<file path="src/rtl/tkcl_pkg.sv">
// ----------------------------------------------------------------------------
// tkcl_pkg
// Shared types and constants for the two-key combination lock.
// ----------------------------------------------------------------------------
`default_nettype none

package tkcl_pkg;

  // Debounce history length in poll samples.
  localparam int unsigned DEBOUNCE_SAMPLES = 8;

  localparam int unsigned CODE_W    = 8;
  localparam int unsigned COUNT_W   = 3;
  localparam int unsigned TICK_W    = 8;
  localparam int unsigned CFG_IDX_W = 1;
  localparam int unsigned CFG_DAT_W = 8;

  // Code registers restart at binary 11.
  localparam logic [CODE_W-1:0]  CODE_START     = 8'd3;
  localparam logic [TICK_W-1:0]  TIMEOUT_RESET  = 8'd16;
  localparam logic [COUNT_W-1:0] CODE_LEN_RESET = 3'd6;
  localparam logic [TICK_W-1:0]  TICK_MAX       = 8'hFF;

  typedef enum logic [CFG_IDX_W-1:0] {
    CFG_TIMEOUT_TICKS = 1'b0,
    CFG_CODE_LENGTH   = 1'b1
  } cfg_idx_e;

  typedef enum logic [2:0] {
    EV_NONE     = 3'd0,
    EV_ENTRY    = 3'd1,
    EV_LOCKED   = 3'd2,
    EV_UNLOCKED = 3'd3,
    EV_WRONG    = 3'd4,
    EV_TIMEOUT  = 3'd5
  } lock_event_e;

  // Result word, is_locked in the lowest bit.
  typedef struct packed {
    lock_event_e        event_res;
    logic [COUNT_W-1:0] entries_made;
    logic               key_held;
    logic               is_locked;
  } result_t;

  // One accepted input item.
  typedef struct packed {
    logic op;
    logic key_one_down;
    logic key_zero_down;
  } item_t;

endpackage : tkcl_pkg

`default_nettype wire

</file>
<file path="src/rtl/tkcl_core.sv">
// ----------------------------------------------------------------------------
// tkcl_core
// Lock state registers and the per-item update (debounce, code entry,
// compare, timeout).
// ----------------------------------------------------------------------------
`default_nettype none

module tkcl_core (
  input  wire logic                      clk_i,
  input  wire logic                      rst_ni,
  input  wire logic                      step_i,
  input  wire tkcl_pkg::item_t           item_i,
  input  wire logic [tkcl_pkg::TICK_W-1:0]  timeout_ticks_i,
  input  wire logic [tkcl_pkg::COUNT_W-1:0] code_length_i,
  output tkcl_pkg::result_t              result_o
);
  import tkcl_pkg::*;

  logic [DEBOUNCE_SAMPLES-1:0] hist_q, hist_d;
  logic                        press_q, press_d;
  logic                        bit_q, bit_d;
  logic [CODE_W-1:0]           stored_q, stored_d;
  logic [CODE_W-1:0]           attempt_q, attempt_d;
  logic [COUNT_W-1:0]          count_q, count_d;
  logic [TICK_W-1:0]           idle_q, idle_d;
  logic                        await_q, await_d;
  logic                        locked_q, locked_d;
  lock_event_e                 ev;

  logic [DEBOUNCE_SAMPLES-1:0] hist_n;
  logic [CODE_W-1:0]           stored_sh, attempt_sh;
  logic [COUNT_W-1:0]          count_inc, len;
  logic [TICK_W-1:0]           idle_inc;

  always_comb begin
    hist_n     = {hist_q[DEBOUNCE_SAMPLES-2:0], item_i.key_zero_down | item_i.key_one_down};
    stored_sh  = {stored_q[CODE_W-2:0], bit_q};
    attempt_sh = {attempt_q[CODE_W-2:0], bit_q};
    count_inc  = count_q + COUNT_W'(1);
    len        = (code_length_i == '0) ? COUNT_W'(1) : code_length_i;
    idle_inc   = (idle_q == TICK_MAX) ? TICK_MAX : idle_q + TICK_W'(1);

    hist_d    = hist_q;
    press_d   = press_q;
    bit_d     = bit_q;
    stored_d  = stored_q;
    attempt_d = attempt_q;
    count_d   = count_q;
    idle_d    = idle_q;
    await_d   = await_q;
    locked_d  = locked_q;
    ev        = EV_NONE;

    if (item_i.op) begin
      // timer tick
      if (await_q) begin
        if (idle_inc < timeout_ticks_i) begin
          idle_d = idle_inc;
        end else begin
          idle_d  = '0;
          await_d = 1'b0;
          count_d = '0;
          if (locked_q) begin
            attempt_d = CODE_START;
          end else begin
            stored_d = CODE_START;
          end
          ev = EV_TIMEOUT;
        end
      end
    end else begin
      hist_d = hist_n;
      if (&hist_n) begin
        press_d = 1'b1;
        if (item_i.key_one_down) begin
          bit_d = 1'b1;
        end
      end else if (hist_n == '0 && press_q) begin
        // debounced release: take one code bit
        if (locked_q) begin
          attempt_d = attempt_sh;
        end else begin
          stored_d = stored_sh;
        end
        press_d = 1'b0;
        bit_d   = 1'b0;
        idle_d  = '0;
        if (count_inc < len) begin
          count_d = count_inc;
          await_d = 1'b1;
          ev      = EV_ENTRY;
        end else begin
          count_d = '0;
          await_d = 1'b0;
          if (!locked_q) begin
            locked_d  = 1'b1;
            attempt_d = CODE_START;
            ev        = EV_LOCKED;
          end else if (attempt_sh == stored_q) begin
            locked_d = 1'b0;
            stored_d = CODE_START;
            ev       = EV_UNLOCKED;
          end else begin
            attempt_d = CODE_START;
            ev        = EV_WRONG;
          end
        end
      end
    end
  end

  always_ff @(posedge clk_i or negedge rst_ni) begin
    if (!rst_ni) begin
      hist_q    <= '0;
      press_q   <= 1'b0;
      bit_q     <= 1'b0;
      stored_q  <= CODE_START;
      attempt_q <= CODE_START;
      count_q   <= '0;
      idle_q    <= '0;
      await_q   <= 1'b0;
      locked_q  <= 1'b0;
    end else if (step_i) begin
      hist_q    <= hist_d;
      press_q   <= press_d;
      bit_q     <= bit_d;
      stored_q  <= stored_d;
      attempt_q <= attempt_d;
      count_q   <= count_d;
      idle_q    <= idle_d;
      await_q   <= await_d;
      locked_q  <= locked_d;
    end
  end

  always_comb begin
    result_o.is_locked    = locked_d;
    result_o.key_held     = press_d;
    result_o.entries_made = count_d;
    result_o.event_res    = ev;
  end

endmodule : tkcl_core

`default_nettype wire

</file>
<file path="src/rtl/two_key_combination_lock.sv">
// ----------------------------------------------------------------------------
// two_key_combination_lock
// Debounced two-key code entry with lock, unlock, wrong-code and timeout.
// ----------------------------------------------------------------------------
// Usage:
//  - s_axis carries poll samples (tuser = 0, tdata = key states) and timer
//    ticks (tuser = 1, key bits ignored). One result per item on m_axis.
//  - cfg channel writes timeout_ticks (index 0) and code_length (index 1).
//    It is always ready; write only while no transaction is in flight.
//  - An item taken into the input register passes the state update into the
//    result register, which drives m_axis. Throughput is one item per cycle
//    while m_axis does not stall, set by both registers and the state update.
//  - When m_axis stalls, the result register holds and the input register
//    still takes one more item; s_axis_tready drops only while both are full.
//  - Reset clears both pipeline registers, debounce history and counters;
//    code registers return to binary 11, mode to unlocked, timeout_ticks to
//    16 and code_length to 6.
// ----------------------------------------------------------------------------
`default_nettype none

module two_key_combination_lock (
  input  wire logic       clk_i,
  input  wire logic       rst_ni,
  // poll/tick stream
  input  wire logic       s_axis_tvalid,
  output logic            s_axis_tready,
  input  wire logic [7:0] s_axis_tdata,   // [0] key_zero_down, [1] key_one_down
  input  wire logic [0:0] s_axis_tuser,   // [0] op
  // result stream
  output logic            m_axis_tvalid,
  input  wire logic       m_axis_tready,
  output logic [7:0]      m_axis_tdata,   // [0] is_locked, [1] key_held,
                                          // [4:2] entries_made, [7:5] event_res
  // register writes
  input  wire logic                              cfg_valid_i,
  output logic                                   cfg_ready_o,
  input  wire logic [tkcl_pkg::CFG_IDX_W-1:0]    cfg_addr_i,
  input  wire logic [tkcl_pkg::CFG_DAT_W-1:0]    cfg_data_i
);
  import tkcl_pkg::*;

  // config registers
  logic [TICK_W-1:0]  timeout_q;
  logic [COUNT_W-1:0] code_len_q;

  assign cfg_ready_o = 1'b1;

  always_ff @(posedge clk_i or negedge rst_ni) begin
    if (!rst_ni) begin
      timeout_q  <= TIMEOUT_RESET;
      code_len_q <= CODE_LEN_RESET;
    end else if (cfg_valid_i) begin
      unique case (cfg_idx_e'(cfg_addr_i))
        CFG_TIMEOUT_TICKS: timeout_q  <= cfg_data_i[TICK_W-1:0];
        CFG_CODE_LENGTH:   code_len_q <= cfg_data_i[COUNT_W-1:0];
        default: ;
      endcase
    end
  end

  // input register
  logic    in_valid_q;
  item_t   in_item_q;
  logic    step;
  result_t res;
  logic    out_valid_q;
  result_t out_res_q;

  // the item moves into the result register when that slot is free
  assign step          = in_valid_q && (!out_valid_q || m_axis_tready);
  assign s_axis_tready = !in_valid_q || step;

  always_ff @(posedge clk_i or negedge rst_ni) begin
    if (!rst_ni) begin
      in_valid_q <= 1'b0;
    end else if (s_axis_tready) begin
      in_valid_q <= s_axis_tvalid;
    end
  end

  always_ff @(posedge clk_i) begin
    if (s_axis_tvalid && s_axis_tready) begin
      in_item_q.op            <= s_axis_tuser[0];
      in_item_q.key_zero_down <= s_axis_tdata[0];
      in_item_q.key_one_down  <= s_axis_tdata[1];
    end
  end

  tkcl_core u_core (
    .clk_i          (clk_i),
    .rst_ni         (rst_ni),
    .step_i         (step),
    .item_i         (in_item_q),
    .timeout_ticks_i(timeout_q),
    .code_length_i  (code_len_q),
    .result_o       (res)
  );

  // result register
  always_ff @(posedge clk_i or negedge rst_ni) begin
    if (!rst_ni) begin
      out_valid_q <= 1'b0;
    end else if (step) begin
      out_valid_q <= 1'b1;
    end else if (m_axis_tready) begin
      out_valid_q <= 1'b0;
    end
  end

  always_ff @(posedge clk_i) begin
    if (step) begin
      out_res_q <= res;
    end
  end

  assign m_axis_tvalid = out_valid_q;
  assign m_axis_tdata  = out_res_q;

  // ---------------------------------------------------------------------------
  // assertions
  // ---------------------------------------------------------------------------
  a_step_gives_result : assert property (@(posedge clk_i) disable iff (!rst_ni)
    step |=> m_axis_tvalid)
    else $error("state update without a result");

  a_locked_event : assert property (@(posedge clk_i) disable iff (!rst_ni)
    (m_axis_tvalid && out_res_q.event_res == EV_LOCKED) |->
      (out_res_q.is_locked && out_res_q.entries_made == '0))
    else $error("lock event with wrong state");

  a_unlocked_event : assert property (@(posedge clk_i) disable iff (!rst_ni)
    (m_axis_tvalid && out_res_q.event_res == EV_UNLOCKED) |->
      (!out_res_q.is_locked && out_res_q.entries_made == '0))
    else $error("unlock event with wrong state");

  a_timeout_clears : assert property (@(posedge clk_i) disable iff (!rst_ni)
    (m_axis_tvalid && out_res_q.event_res == EV_TIMEOUT) |->
      (out_res_q.entries_made == '0))
    else $error("timeout left a partial entry");

  a_no_overwrite : assert property (@(posedge clk_i) disable iff (!rst_ni)
    (m_axis_tvalid && !m_axis_tready) |-> !step)
    else $error("result overwritten while stalled");

endmodule : two_key_combination_lock

`default_nettype wire

</file>
<file path="config.mk">
export PLATFORM = sky130hd
export DESIGN_NAME = two_key_combination_lock
export DESIGN_NICKNAME = d
export VERILOG_FILES = /design/src/rtl/tkcl_pkg.sv /design/src/rtl/tkcl_core.sv /design/src/rtl/two_key_combination_lock.sv
export SDC_FILE = /design/constraint.sdc
export NUM_CORES = 1
export LEC_CHECK = 0
export ABC_AREA = 0
export BUFFER_PORTS_ARGS = -buffer_cell sky130_fd_sc_hd__clkbuf_2
export CAP_MARGIN = 10
export CORE_UTILIZATION = 35
export DETAILED_ROUTE_END_ITERATION = 8
export GPL_ROUTABILITY_DRIVEN = 0
export GPL_TIMING_DRIVEN = 0
export PLACE_DENSITY = 0.63
export SYNTH_ARGS = -nofsm -noshare
export SYNTH_HDL_FRONTEND = slang
export SYNTH_SLANG_ARGS = --single-unit
</file>
<file path="constraint.sdc">
create_clock -name clk_i -period 3.17 [get_ports clk_i]
set_input_delay 0.1585 -clock clk_i [delete_from_list [all_inputs] [get_ports clk_i]]
set_output_delay 0.1585 -clock clk_i [all_outputs]
set_load 0.01 [all_outputs]
</file>
==> results of run 1 <==
final cells by class:
class / instances / area (um2) / area share
Buffer: 10 / 50.05 / 0.01375
Timing Repair Buffer: 32 / 197.7 / 0.05431
Tap cell: 105 / 131.4 / 0.03609
Clock buffer: 13 / 180.2 / 0.04950
Sequential cell: 61 / 1592 / 0.4373
Inverter: 20 / 75.07 / 0.02063
Multi-Input combinational cell: 201 / 1374 / 0.3775
Clock inverter: 3 / 40.04 / 0.01100
critical path, cell delays in order, from the launching register on:
cell,delay (ps)
dfrtp_2,440
and3_1,220
and3_1,210
and3_4,200
xnor2_1,140
nand2_1,110
ha_4,280
nand4_1,110
a211o_4,360
nand2_4,110
or3b_1,340
buf_2,170
a22o_1,240
power breakdown:
group	total (mW)	switching [mW]	internal (mW)	leakage, nW
combinational	0.296	0.167	0.129	0.841
clock	0.747	0.296	0.452	0.115
sequential	0.949	0.0618	0.887	0.716
how the worst min path moves through the flow:
| stage | slack (ps) | to | cells past startpoint |
|---|---|---|---|
| 2_1_floorplan | -140 | code_len_q[0]$_DFFE_PN0P_ | 0 |
| 3_3_place_gp | 340 | in_item_q[2]$_DFFE_PP_ | 1 |
| 3_5_place_dp | 110 | timeout_q[0]$_DFFE_PN0P_ | 1 |
| 4_1_cts | 10 | timeout_q[4]$_DFFE_PN1P_ | 3 |
| 5_1_grt | 20 | in_valid_q$_DFFE_PN0N_ | 2 |
| 6_report | 20 | timeout_q[4]$_DFFE_PN1P_ | 3 |
logic make-up (layout without fill, tap and decap cells):
family,Yosys count,after routing
other,1,1
XOR/XNOR,13,13
adder cells (fa/ha/maj),11,11
multiplexers,13,13
buffers and inverters,31,78
flip-flops,61,61
AO/OA/AOI/OAI,68,68
AND/OR/NAND/NOR,95,95
state kept, by name, indices dropped and copies added (netlist names):
| name | cells |
|---|---|
| m_axis_tdata | 8 |
| timeout_q | 8 |
| u_core.idle_q | 8 |
| u_core.stored_q | 8 |
| u_core.attempt_q | 7 |
| u_core.hist_q | 7 |
| code_len_q | 3 |
| in_item_q | 3 |
| u_core.count_q | 3 |
| in_valid_q | 1 |
| m_axis_tvalid | 1 |
| u_core.await_q | 1 |
| u_core.bit_q | 1 |
| u_core.locked_q | 1 |
| u_core.press_q | 1 |
layer usage:
metal | wire (um) | track usage
met1 | 3034 | 0.2039
met2 | 2899 | 0.2458
met3 | 177 | 0.03633
met4 | 96 | 0.06219
met5 | 0 | 0
metrics by stage:
step	setup slack (ps)	hold WS, ps	utilization	instances	area (um2)
2_1_floorplan	371.1	-137.1	-	293	3075
3_3_place_gp	131.0	339.3	0.4001	424	3337
3_5_place_dp	101.5	110.3	0.4025	425	3357
4_1_cts	57.10	14.10	0.4337	445	3617
5_1_grt	12.23	24.30	0.4364	445	3640
6_report	138.3	19.72	0.4364	445	3640
placed cells by master, fill, tap and decap left out, types with 2 or more instances in the layout:
cell type      synthesis  routed
nor2b_1                3       3
edfxtp_1              11      11
mux2_2                12      12
xnor2_1                4       4
nor3_1                 5       5
ha_1                  11      10
clkbuf_2               0      26
xor2_1                 9       9
a211oi_1               2       2
nand3_1               14      14
clkbuf_8               0      11
nand4_1                6       6
a22o_1                11      11
buf_4                  1       2
clkbuf_1               7       7
o21ai_0               19      19
inv_1                 19      19
nor2_1                13      13
nand2_1               30      30
nand2b_1               4       4
a22oi_1                4       4
a21oi_1               12      12
dlygate4sd3_1          0       4
o22ai_1                2       2
nor4_1                 2       2
clkinv_2               0       2
a21o_1                 2       2
o21a_1                 2       2
dfrtp_1               43      42
and3_1                 8       7
dfstp_2                7       7
what timing repair did:
item | 4_1_cts | 5_1_grt
resized for setup | 0 | 3
hold buffers | 4 | 0
hold endpoints to repair | 14 | 0
setup buffers | 0 | 1
setup endpoints to repair | 0 | 15
==> impl_metrics.env, run 1 <==
export IMPL_tns_ps=0
export IMPL_die_x_um=95.74
export IMPL_synth_compound_area_frac=0.1526
export IMPL_drtPass1Iterations=4
export IMPL_cts_buffers=9
export IMPL_ys_flop_type="dfrtp_1"
export IMPL_rsz0062_at_grt="no"
export IMPL_critical_path_peak_fanout=7
export IMPL_dieArea_um2=9166
export IMPL_syn_cell_area_um2=3075
export IMPL_period_minus_slack_ps=3032
export IMPL_rows=33
export IMPL_initial_core_util=0.3687
export IMPL_clock_latency_ps=330
export IMPL_cts_tree="done"
export IMPL_finalPower_mw=1.992
export IMPL_synth_adder_area_share=0.04475
export IMPL_clock_sinks=61
export IMPL_synthToLayoutAreaGrowth_pct=18.35
export IMPL_cp_required_ps=3390
export IMPL_startpoint="u_core.idle_q[0]$_DFFE_PN0P_"
export IMPL_num_antenna_cells=0
export IMPL_endpoint="u_core.attempt_q[6]$_DFFE_PN0P_"
export IMPL_relSlewSlack=0.5131
export IMPL_pin_count=34
export IMPL_powerDensity_nw_per_um2=547.4
export IMPL_port_buffers=26
export IMPL_min_period_over_period=0.9564
export IMPL_ys_top_cells_by_count="dfrtp_1 (43), nand2_1 (30), inv_1 (19), o21ai_0 (19), nand3_1 (14)"
export IMPL_min_from="cfg_data_i[4]"
export IMPL_synth_nets=327
export IMPL_wirelength_um=6208
export IMPL_setup_violations=0
export IMPL_tightest_slew_ps=730.4
export IMPL_status="finished clean"
export IMPL_syn_mean_instance_area_um2=10.50
export IMPL_yosysTopAreaCell="dfrtp_1"
export IMPL_yosys_area_top_type_share=0.3499
export IMPL_cp_start_kind="flop"
export IMPL_synth_mux_area_frac=0.04719
export IMPL_yosys_warnings=0
export IMPL_syn_inst=293
export IMPL_synth_seq_area_share=0.5171
export IMPL_synth_simple_area_share=0.1583
export IMPL_fill_cells=794
export IMPL_htreeDepth=3
export IMPL_hold_path_class="in2reg"
export IMPL_vdd_ir_drop_worst_uv=412.1
export IMPL_cp_arrival_ps=3250
export IMPL_r2r_cells=12
export IMPL_maxSlewViolCount=0
export IMPL_regToRegEndpoint="u_core.attempt_q[6]$_DFFE_PN0P_"
export IMPL_drtAntennaViolNets=0
export IMPL_nets=369
export IMPL_drv_cap=0
export IMPL_synth_xor_area_frac=0.03702
export IMPL_critPathKind="reg2reg"
export IMPL_drt_iter0_markers=110
export IMPL_fmax_ghz=0.3299
export IMPL_drc_errors=0
export IMPL_endpoint_kind="flop"
export IMPL_synth_top_family_by_area="simple AND/OR/NAND/NOR gates"
export IMPL_clk_pin_slew_ps=70
export IMPL_cts_root_buf="clkbuf_8"
export IMPL_synth_most_common_cell="dfrtp_1"
export IMPL_die_h_um=95.74
export IMPL_yosysUniqueCellTypes=57
export IMPL_routedWlPerCell_um=13.95
export IMPL_vias_per_cell=5.189
export IMPL_leakage_nw=1.672
export IMPL_synth_edf_count=11
export IMPL_hpwlAfterDp_um=4397
export IMPL_r2r_start="u_core.idle_q[0]$_DFFE_PN0P_"
export IMPL_grt_pass1_vias=2314
export IMPL_ff2ff_setup_slack_ps=140
export IMPL_vias=2309
export IMPL_hold_viol_final=0
export IMPL_overflow=0
export IMPL_track_usage=0.1547
export IMPL_finClkSkew_ps=6.413
export IMPL_async_reset_ff_frac=0.8197
export IMPL_grt_max_degree=37
export IMPL_grt_pass1_wl_um=10740
export IMPL_core_area_um2=8341
export IMPL_synth_area_leaders="dfrtp_1 (35%), edfxtp_1 (11%), dfstp_2 (6.0%)"
export IMPL_antenna_found_initial=0
export IMPL_ctsLongestPathBuffers=2
export IMPL_layout_drive_gt1_share=0.2147
export IMPL_ys_seq_elements=61
No activity file was read; power rests on OpenSTA's default activity.
==> run 2, diff against run 1 <==
--- a/config.mk
+++ b/config.mk
@@ -8,11 +8,11 @@
 export ABC_AREA = 0
 export BUFFER_PORTS_ARGS = -buffer_cell sky130_fd_sc_hd__clkbuf_2
 export CAP_MARGIN = 10
-export CORE_UTILIZATION = 35
+export CORE_UTILIZATION = 58
 export DETAILED_ROUTE_END_ITERATION = 8
 export GPL_ROUTABILITY_DRIVEN = 0
 export GPL_TIMING_DRIVEN = 0
-export PLACE_DENSITY = 0.63
+export PLACE_DENSITY = 0.9
 export SYNTH_ARGS = -nofsm -noshare
 export SYNTH_HDL_FRONTEND = slang
 export SYNTH_SLANG_ARGS = --single-unit
==> run 2 against run 1 <==
Core utilization is 26 points higher. Count of clock-buffer cells in the layout fell by 1. Cell count decreased by 8.1%. Worst setup slack worse by 30 ps. Sequential power about the same. Critical path depth up 1. Register-to-register slack got worse by 30 ps. Combinational power about the same.
==> impl_metrics.env, run 2 (synthesized netlist as in run 1, its figures left out) <==
export IMPL_routedWlPerCell_um=14.47
export IMPL_final_core_util=0.7001
export IMPL_netSwitchingPower_mw=0.5142
export IMPL_drtPass1Iterations=4
export IMPL_powerDensity_nw_per_um2=562.6
export IMPL_setup_slack_ps=108.3
export IMPL_finClkSkew_ps=9.545
export IMPL_ctsLongestPathBuffers=2
export IMPL_switching_share=0.2556
export IMPL_clockPowerShare=0.383
export IMPL_drt_iter0_markers=131
export IMPL_dieArea_um2=5598
export IMPL_grt_pass1_wl_um=10120
export IMPL_mostFrequentLayoutCells="dfrtp_1 (42), nand2_1 (30), clkbuf_2 (25)"
export IMPL_crit_path_max_incr_delay_ps=450
export IMPL_hold_path_class="in2reg"
export IMPL_cts_setup_buffers=0
export IMPL_path_buf_inv=2
export IMPL_fill_cells=364
export IMPL_pin_count=34
export IMPL_setup_violations=0
export IMPL_vdd_ir_drop_worst_uv=449.1
export IMPL_rows=26
export IMPL_clock_latency_ps=340
export IMPL_relSlewSlack=0.5456
export IMPL_p_comb_frac=0.147
export IMPL_nets=368
export IMPL_cts_root_buf="clkbuf_8"
export IMPL_hold_viol_final=0
export IMPL_track_usage=0.2461
export IMPL_hold_ws_ps=19.84
export IMPL_grt_max_degree=51
export IMPL_endpoint_kind="flop"
export IMPL_cp_arrival_ps=3280
export IMPL_leakage_nw=1.672
export IMPL_grt_pass1_vias=2328
export IMPL_drtAntennaViolNets=0
export IMPL_antenna_found_initial=0
export IMPL_initial_core_util=0.6022
export IMPL_vias_per_cell=5.792
export IMPL_maxSlewViolCount=0
export IMPL_critical_path_peak_fanout=8
export IMPL_dp_slack_ps=121.3
export IMPL_drc_errors=0
export IMPL_clk_pin_slew_ps=70
export IMPL_fmax_ghz=0.3266
export IMPL_cp_start_kind="flop"
export IMPL_cp_slowest_cell="dfrtp_2"
export IMPL_cp_required_ps=3390
export IMPL_min_period_over_period=0.9658
export IMPL_drv_cap=0
export IMPL_layout_commonest_cell="dfrtp_1"
export IMPL_overflow=0
export IMPL_fin_cells=409
export IMPL_design_area_um2=3576
export IMPL_status="finished clean"
export IMPL_critPathTopFamily="compound AO/OA/AOI/OAI gates"
export IMPL_vias=2369
export IMPL_clock_sinks=61
export IMPL_layout_drive_gt1_share=0.2065
export IMPL_crit_chain="ha_1, nand3_1, or2_0, buf_6, nand2_1, ha_1, o211a_1, a211oi_1, a211o_4, nand2_4, or3b_1, buf_2, a22o_1"
export IMPL_cp_common_cell="ha_1"
export IMPL_p_seq_frac=0.470
export IMPL_port_buffers=26
export IMPL_num_antenna_cells=0
export IMPL_dpl_cell_area_um2=3293
export IMPL_finalPower_mw=2.012
export IMPL_cts_tree="done"
export IMPL_period_minus_slack_ps=3062
export IMPL_critPathKind="reg2reg"
export IMPL_core_area_um2=5107
export IMPL_dp_cells=389
export IMPL_die_h_um=74.82
export IMPL_die_x_um=74.82
export IMPL_tns_ps=0
export IMPL_cts_buffers=9
export IMPL_synthToLayoutAreaGrowth_pct=16.27
export IMPL_tightest_slew_ps=681.6
export IMPL_rsz0062_at_grt="no"
export IMPL_htreeDepth=3
export IMPL_wirelength_um=5917
export IMPL_internal_power_mw=1.498
export IMPL_hpwlAfterDp_um=4194
run 2: cell count changes in the layout (fill, tap and decap cells not counted), sizes merged:
cell / delta
clkbuf: -2
bufinv: +1
run 2: worst reg2reg max path, delay by kind of cell (launching register included):
family,cells,cell delay [ps]
compound gates,4,820
simple gates,5,780
fa+ha+maj,2,590
flops,1,450
buf+inv,2,310
run 2: area by class of cell:
| cell class | instances | area, um2 | share of cell area |
|---|---|---|---|
| sequential | 61 | 1592 | 0.4451 |
| multi-input combinational | 201 | 1356 | 0.3793 |
| timing repair buffer | 31 | 190.2 | 0.05318 |
| clock buffer | 12 | 155.1 | 0.04339 |
| tap | 70 | 87.58 | 0.02449 |
| inverter | 20 | 75.07 | 0.02099 |
| clock inverter | 4 | 70.07 | 0.01959 |
| buffer | 10 | 50.05 | 0.01400 |
run 2: final timing paths:
path,slack (ps),start,cells after the start,end
setup / recovery,110,u_core.idle_q[0]$_DFFE_PN0P_,13,u_core.attempt_q[2]$_DFFE_PN0P_
hold / removal,20,s_axis_tvalid,2,in_valid_q$_DFFE_PN0N_
setup reg to reg,110,u_core.idle_q[0]$_DFFE_PN0P_,13,u_core.attempt_q[2]$_DFFE_PN0P_
hold reg to reg,500,in_valid_q$_DFFE_PN0N_,1,m_axis_tvalid$_DFFE_PN0P_
max in group asynchronous,2300,rst_ni,3,code_len_q[2]$_DFFE_PN1P_
min in group asynchronous,280,rst_ni,2,u_core.attempt_q[6]$_DFFE_PN0P_
run 2: power groups by stage:
stage | Sequential (mW) | Clock [mW] | Combinational [mW]
after detailed placement | 0.959 | 0 | 0.287
after global routing | 0.959 | 0.807 | 0.335
after global placement | 0.956 | 0 | 0.269
final | 0.946 | 0.771 | 0.295
after CTS | 0.945 | 0.778 | 0.292
after floorplan | 0.950 | 0 | 0.202
run 2: per-layer routing:
layer / GRT usage / wire length [um]
met1: 0.2955 / 2545
met2: 0.4084 / 2977
met3: 0.05355 / 247
met4: 0.1468 / 146
met5: 0 / 0
run 2: timing repair:
action                                 CTS  global route
endpoints found under the hold margin    3            16
hold buffers                             3             1
gates resized for setup                  0             1
setup endpoints to repair                0             5
==> run 3, diff against run 2 <==
--- a/config.mk
+++ b/config.mk
@@ -8,11 +8,11 @@
 export ABC_AREA = 0
 export BUFFER_PORTS_ARGS = -buffer_cell sky130_fd_sc_hd__clkbuf_2
 export CAP_MARGIN = 10
-export CORE_UTILIZATION = 58
+export CORE_UTILIZATION = 63
 export DETAILED_ROUTE_END_ITERATION = 8
 export GPL_ROUTABILITY_DRIVEN = 0
 export GPL_TIMING_DRIVEN = 0
-export PLACE_DENSITY = 0.9
+export PLACE_DENSITY = 0.95
 export SYNTH_ARGS = -nofsm -noshare
 export SYNTH_HDL_FRONTEND = slang
 export SYNTH_SLANG_ARGS = --single-unit
==> constraint.sdc (replaced) <==
create_clock -name clk_i -period 4 [get_ports clk_i]
set_input_delay 0.2 -clock clk_i [delete_from_list [all_inputs] [get_ports clk_i]]
set_output_delay 0.2 -clock clk_i [all_outputs]
set_load 0.01 [all_outputs]
==> run 3 against run 2 <==
First-iteration DRC count increased by 17%. Non-clock buffer count decreased by 2. Highest routed layer unchanged. Largest power group unchanged. Core utilization increased by 4.1 points.
==> impl_metrics.env, run 3 (synthesized netlist as in run 1, its figures left out) <==
export IMPL_drtAntennaViolNets=0
export IMPL_initial_core_util=0.6511
export IMPL_tightest_slew_ps=726.7
export IMPL_dieArea_um2=5165
export IMPL_dpl_cell_area_um2=3289
export IMPL_fmax_ghz=0.3164
export IMPL_period_minus_slack_ps=3160
export IMPL_htreeDepth=3
export IMPL_clock_latency_ps=340
export IMPL_ctsLongestPathBuffers=2
export IMPL_hold_viol_final=0
export IMPL_r2r_start="u_core.idle_q[0]$_DFFE_PN0P_"
export IMPL_overflow=0
export IMPL_powerDensity_nw_per_um2=427.8
export IMPL_cts_tree="done"
export IMPL_critPathKind="reg2reg"
export IMPL_cts_resized=0
export IMPL_relSlewSlack=0.5155
export IMPL_core_area_um2=4723
export IMPL_cts_buffers=9
export IMPL_die_h_um=71.87
export IMPL_finalPower_mw=1.497
export IMPL_design_area_um2=3500
export IMPL_maxSlewViolCount=0
export IMPL_layout_commonest_cell="dfrtp_1"
export IMPL_drc_errors=0
export IMPL_ff2ff_setup_slack_ps=840
export IMPL_cp_arrival_ps=3380
export IMPL_tns_ps=0
export IMPL_status="finished clean"
export IMPL_cp_required_ps=4220
export IMPL_vias_per_cell=5.861
export IMPL_rows=25
export IMPL_min_to="in_item_q[1]$_DFFE_PP_"
export IMPL_finClkSkew_ps=8.474
export IMPL_pin_count=34
export IMPL_hold_path_class="in2reg"
export IMPL_cts_root_buf="clkbuf_8"
export IMPL_vdd_ir_drop_worst_uv=317.1
export IMPL_critical_path_peak_fanout=7
export IMPL_drv_cap=0
export IMPL_grt_pass1_vias=2256
export IMPL_die_x_um=71.87
export IMPL_hold_depth=1
export IMPL_hold_ws_ps=27.89
export IMPL_min_period_over_period=0.7901
export IMPL_synthToLayoutAreaGrowth_pct=13.79
export IMPL_min_from="s_axis_tdata[1]"
export IMPL_track_usage=0.2615
export IMPL_layout_drive_gt1_share=0.1988
export IMPL_clock_sinks=61
export IMPL_clk_pin_slew_ps=70
export IMPL_hpwlAfterDp_um=4212
export IMPL_endpoint_kind="flop"
export IMPL_wirelength_um=6046
export IMPL_setup_violations=0
export IMPL_routedWlPerCell_um=14.97
export IMPL_nets=366
export IMPL_regToRegEndpoint="u_core.attempt_q[3]$_DFFE_PN0P_"
export IMPL_vias=2368
export IMPL_r2r_cells=13
export IMPL_mostFrequentLayoutCells="dfrtp_1 (43), nand2_1 (30), clkbuf_2 (26)"
export IMPL_num_antenna_cells=0
export IMPL_drtPass1Iterations=4
export IMPL_port_buffers=26
export IMPL_rsz0062_at_grt="no"
export IMPL_cp_start_kind="flop"
export IMPL_grt_pass1_wl_um=10030
export IMPL_grt_max_degree=51
export IMPL_leakage_nw=1.642
export IMPL_antenna_found_initial=0
export IMPL_drt_iter0_markers=153
[run 3: cell count changes in the layout (fill, tap and decap cells not counted)]
cell           previous run  this run
clkinv_1                  1         4
dlygate4sd3_1             4         1
clkbuf_8                 11         9
buf_2                     2         1
bufinv_16                 2         1
clkbuf_2                 25        26
clkinv_2                  2         3
dfrtp_1                  42        43
dfrtp_2                   1         0
[run 3: repair_timing]
action / CTS / global route
hold endpoints to repair: 0 / 16
hold buffers: 0 / 1
setup buffers: 0 / 0
[run 3: routing by layer]
metal  global-route usage  wire length (um)  vias to the layer above
met4               0.1285               106                        0
met5                    0                 0                        -
met2               0.4172              3013                       74
met3              0.06751               253                       12
li1                     -                 -                     1131
met1               0.3340              2672                     1151
[run 3: worst max-delay path by stage]
stage | from | slack, ps | depth (start not counted) | endpoint
after CTS | u_core.idle_q[0]$_DFFE_PN0P_ | 900 | 13 | u_core.attempt_q[3]$_DFFE_PN0P_
final | u_core.idle_q[0]$_DFFE_PN0P_ | 840 | 13 | u_core.attempt_q[3]$_DFFE_PN0P_
after detailed placement | u_core.idle_q[0]$_DFFE_PN0P_ | 940 | 13 | u_core.attempt_q[3]$_DFFE_PN0P_
after floorplan | u_core.idle_q[0]$_DFFE_PN0P_ | 1200 | 13 | u_core.attempt_q[2]$_DFFE_PN0P_
after global routing | u_core.idle_q[2]$_DFFE_PN0P_ | 690 | 13 | u_core.attempt_q[3]$_DFFE_PN0P_
after global placement | u_core.idle_q[0]$_DFFE_PN0P_ | 1000 | 13 | u_core.attempt_q[2]$_DFFE_PN0P_
[run 3: area by class of cell]
type                       count  area, um2
clock inverter                 7      56.30
sequential                    61       1590
clock buffer                   9      123.9
tap                           67      83.83
fill                         306       1224
inverter                      20      75.07
multi-input combinational    201       1356
timing repair buffer          28      160.2
buffer                        11      53.80
[run 3: worst max-delay path, stage by stage, from the launching register on]
cell      delay (ps)
dfrtp_1          420
and3_1           230
and3_1           210
and3_1           220
xnor2_1          150
nand2_1           70
ha_1             310
nand3_1          130
and3_1           190
clkbuf_1         200
nand2_4          160
or3b_1           350
buf_2            170
a22o_1           240
[run 3: power by group]
group	switching [mW]	internal, mW	total (mW)
registers	0.0491	0.703	0.752
clock network	0.232	0.278	0.510
logic	0.136	0.0994	0.235
[run 3: stage by stage]
step | util | setup slack, ps | instances
final | 0.7409 | 839.6 | 404
after global routing | 0.7409 | 688.8 | 404
after CTS | 0.7346 | 901.6 | 402
after detailed placement | 0.6964 | 944.2 | 386
after global placement | 0.6964 | 995.0 | 386
after floorplan | - | 1201 | 293
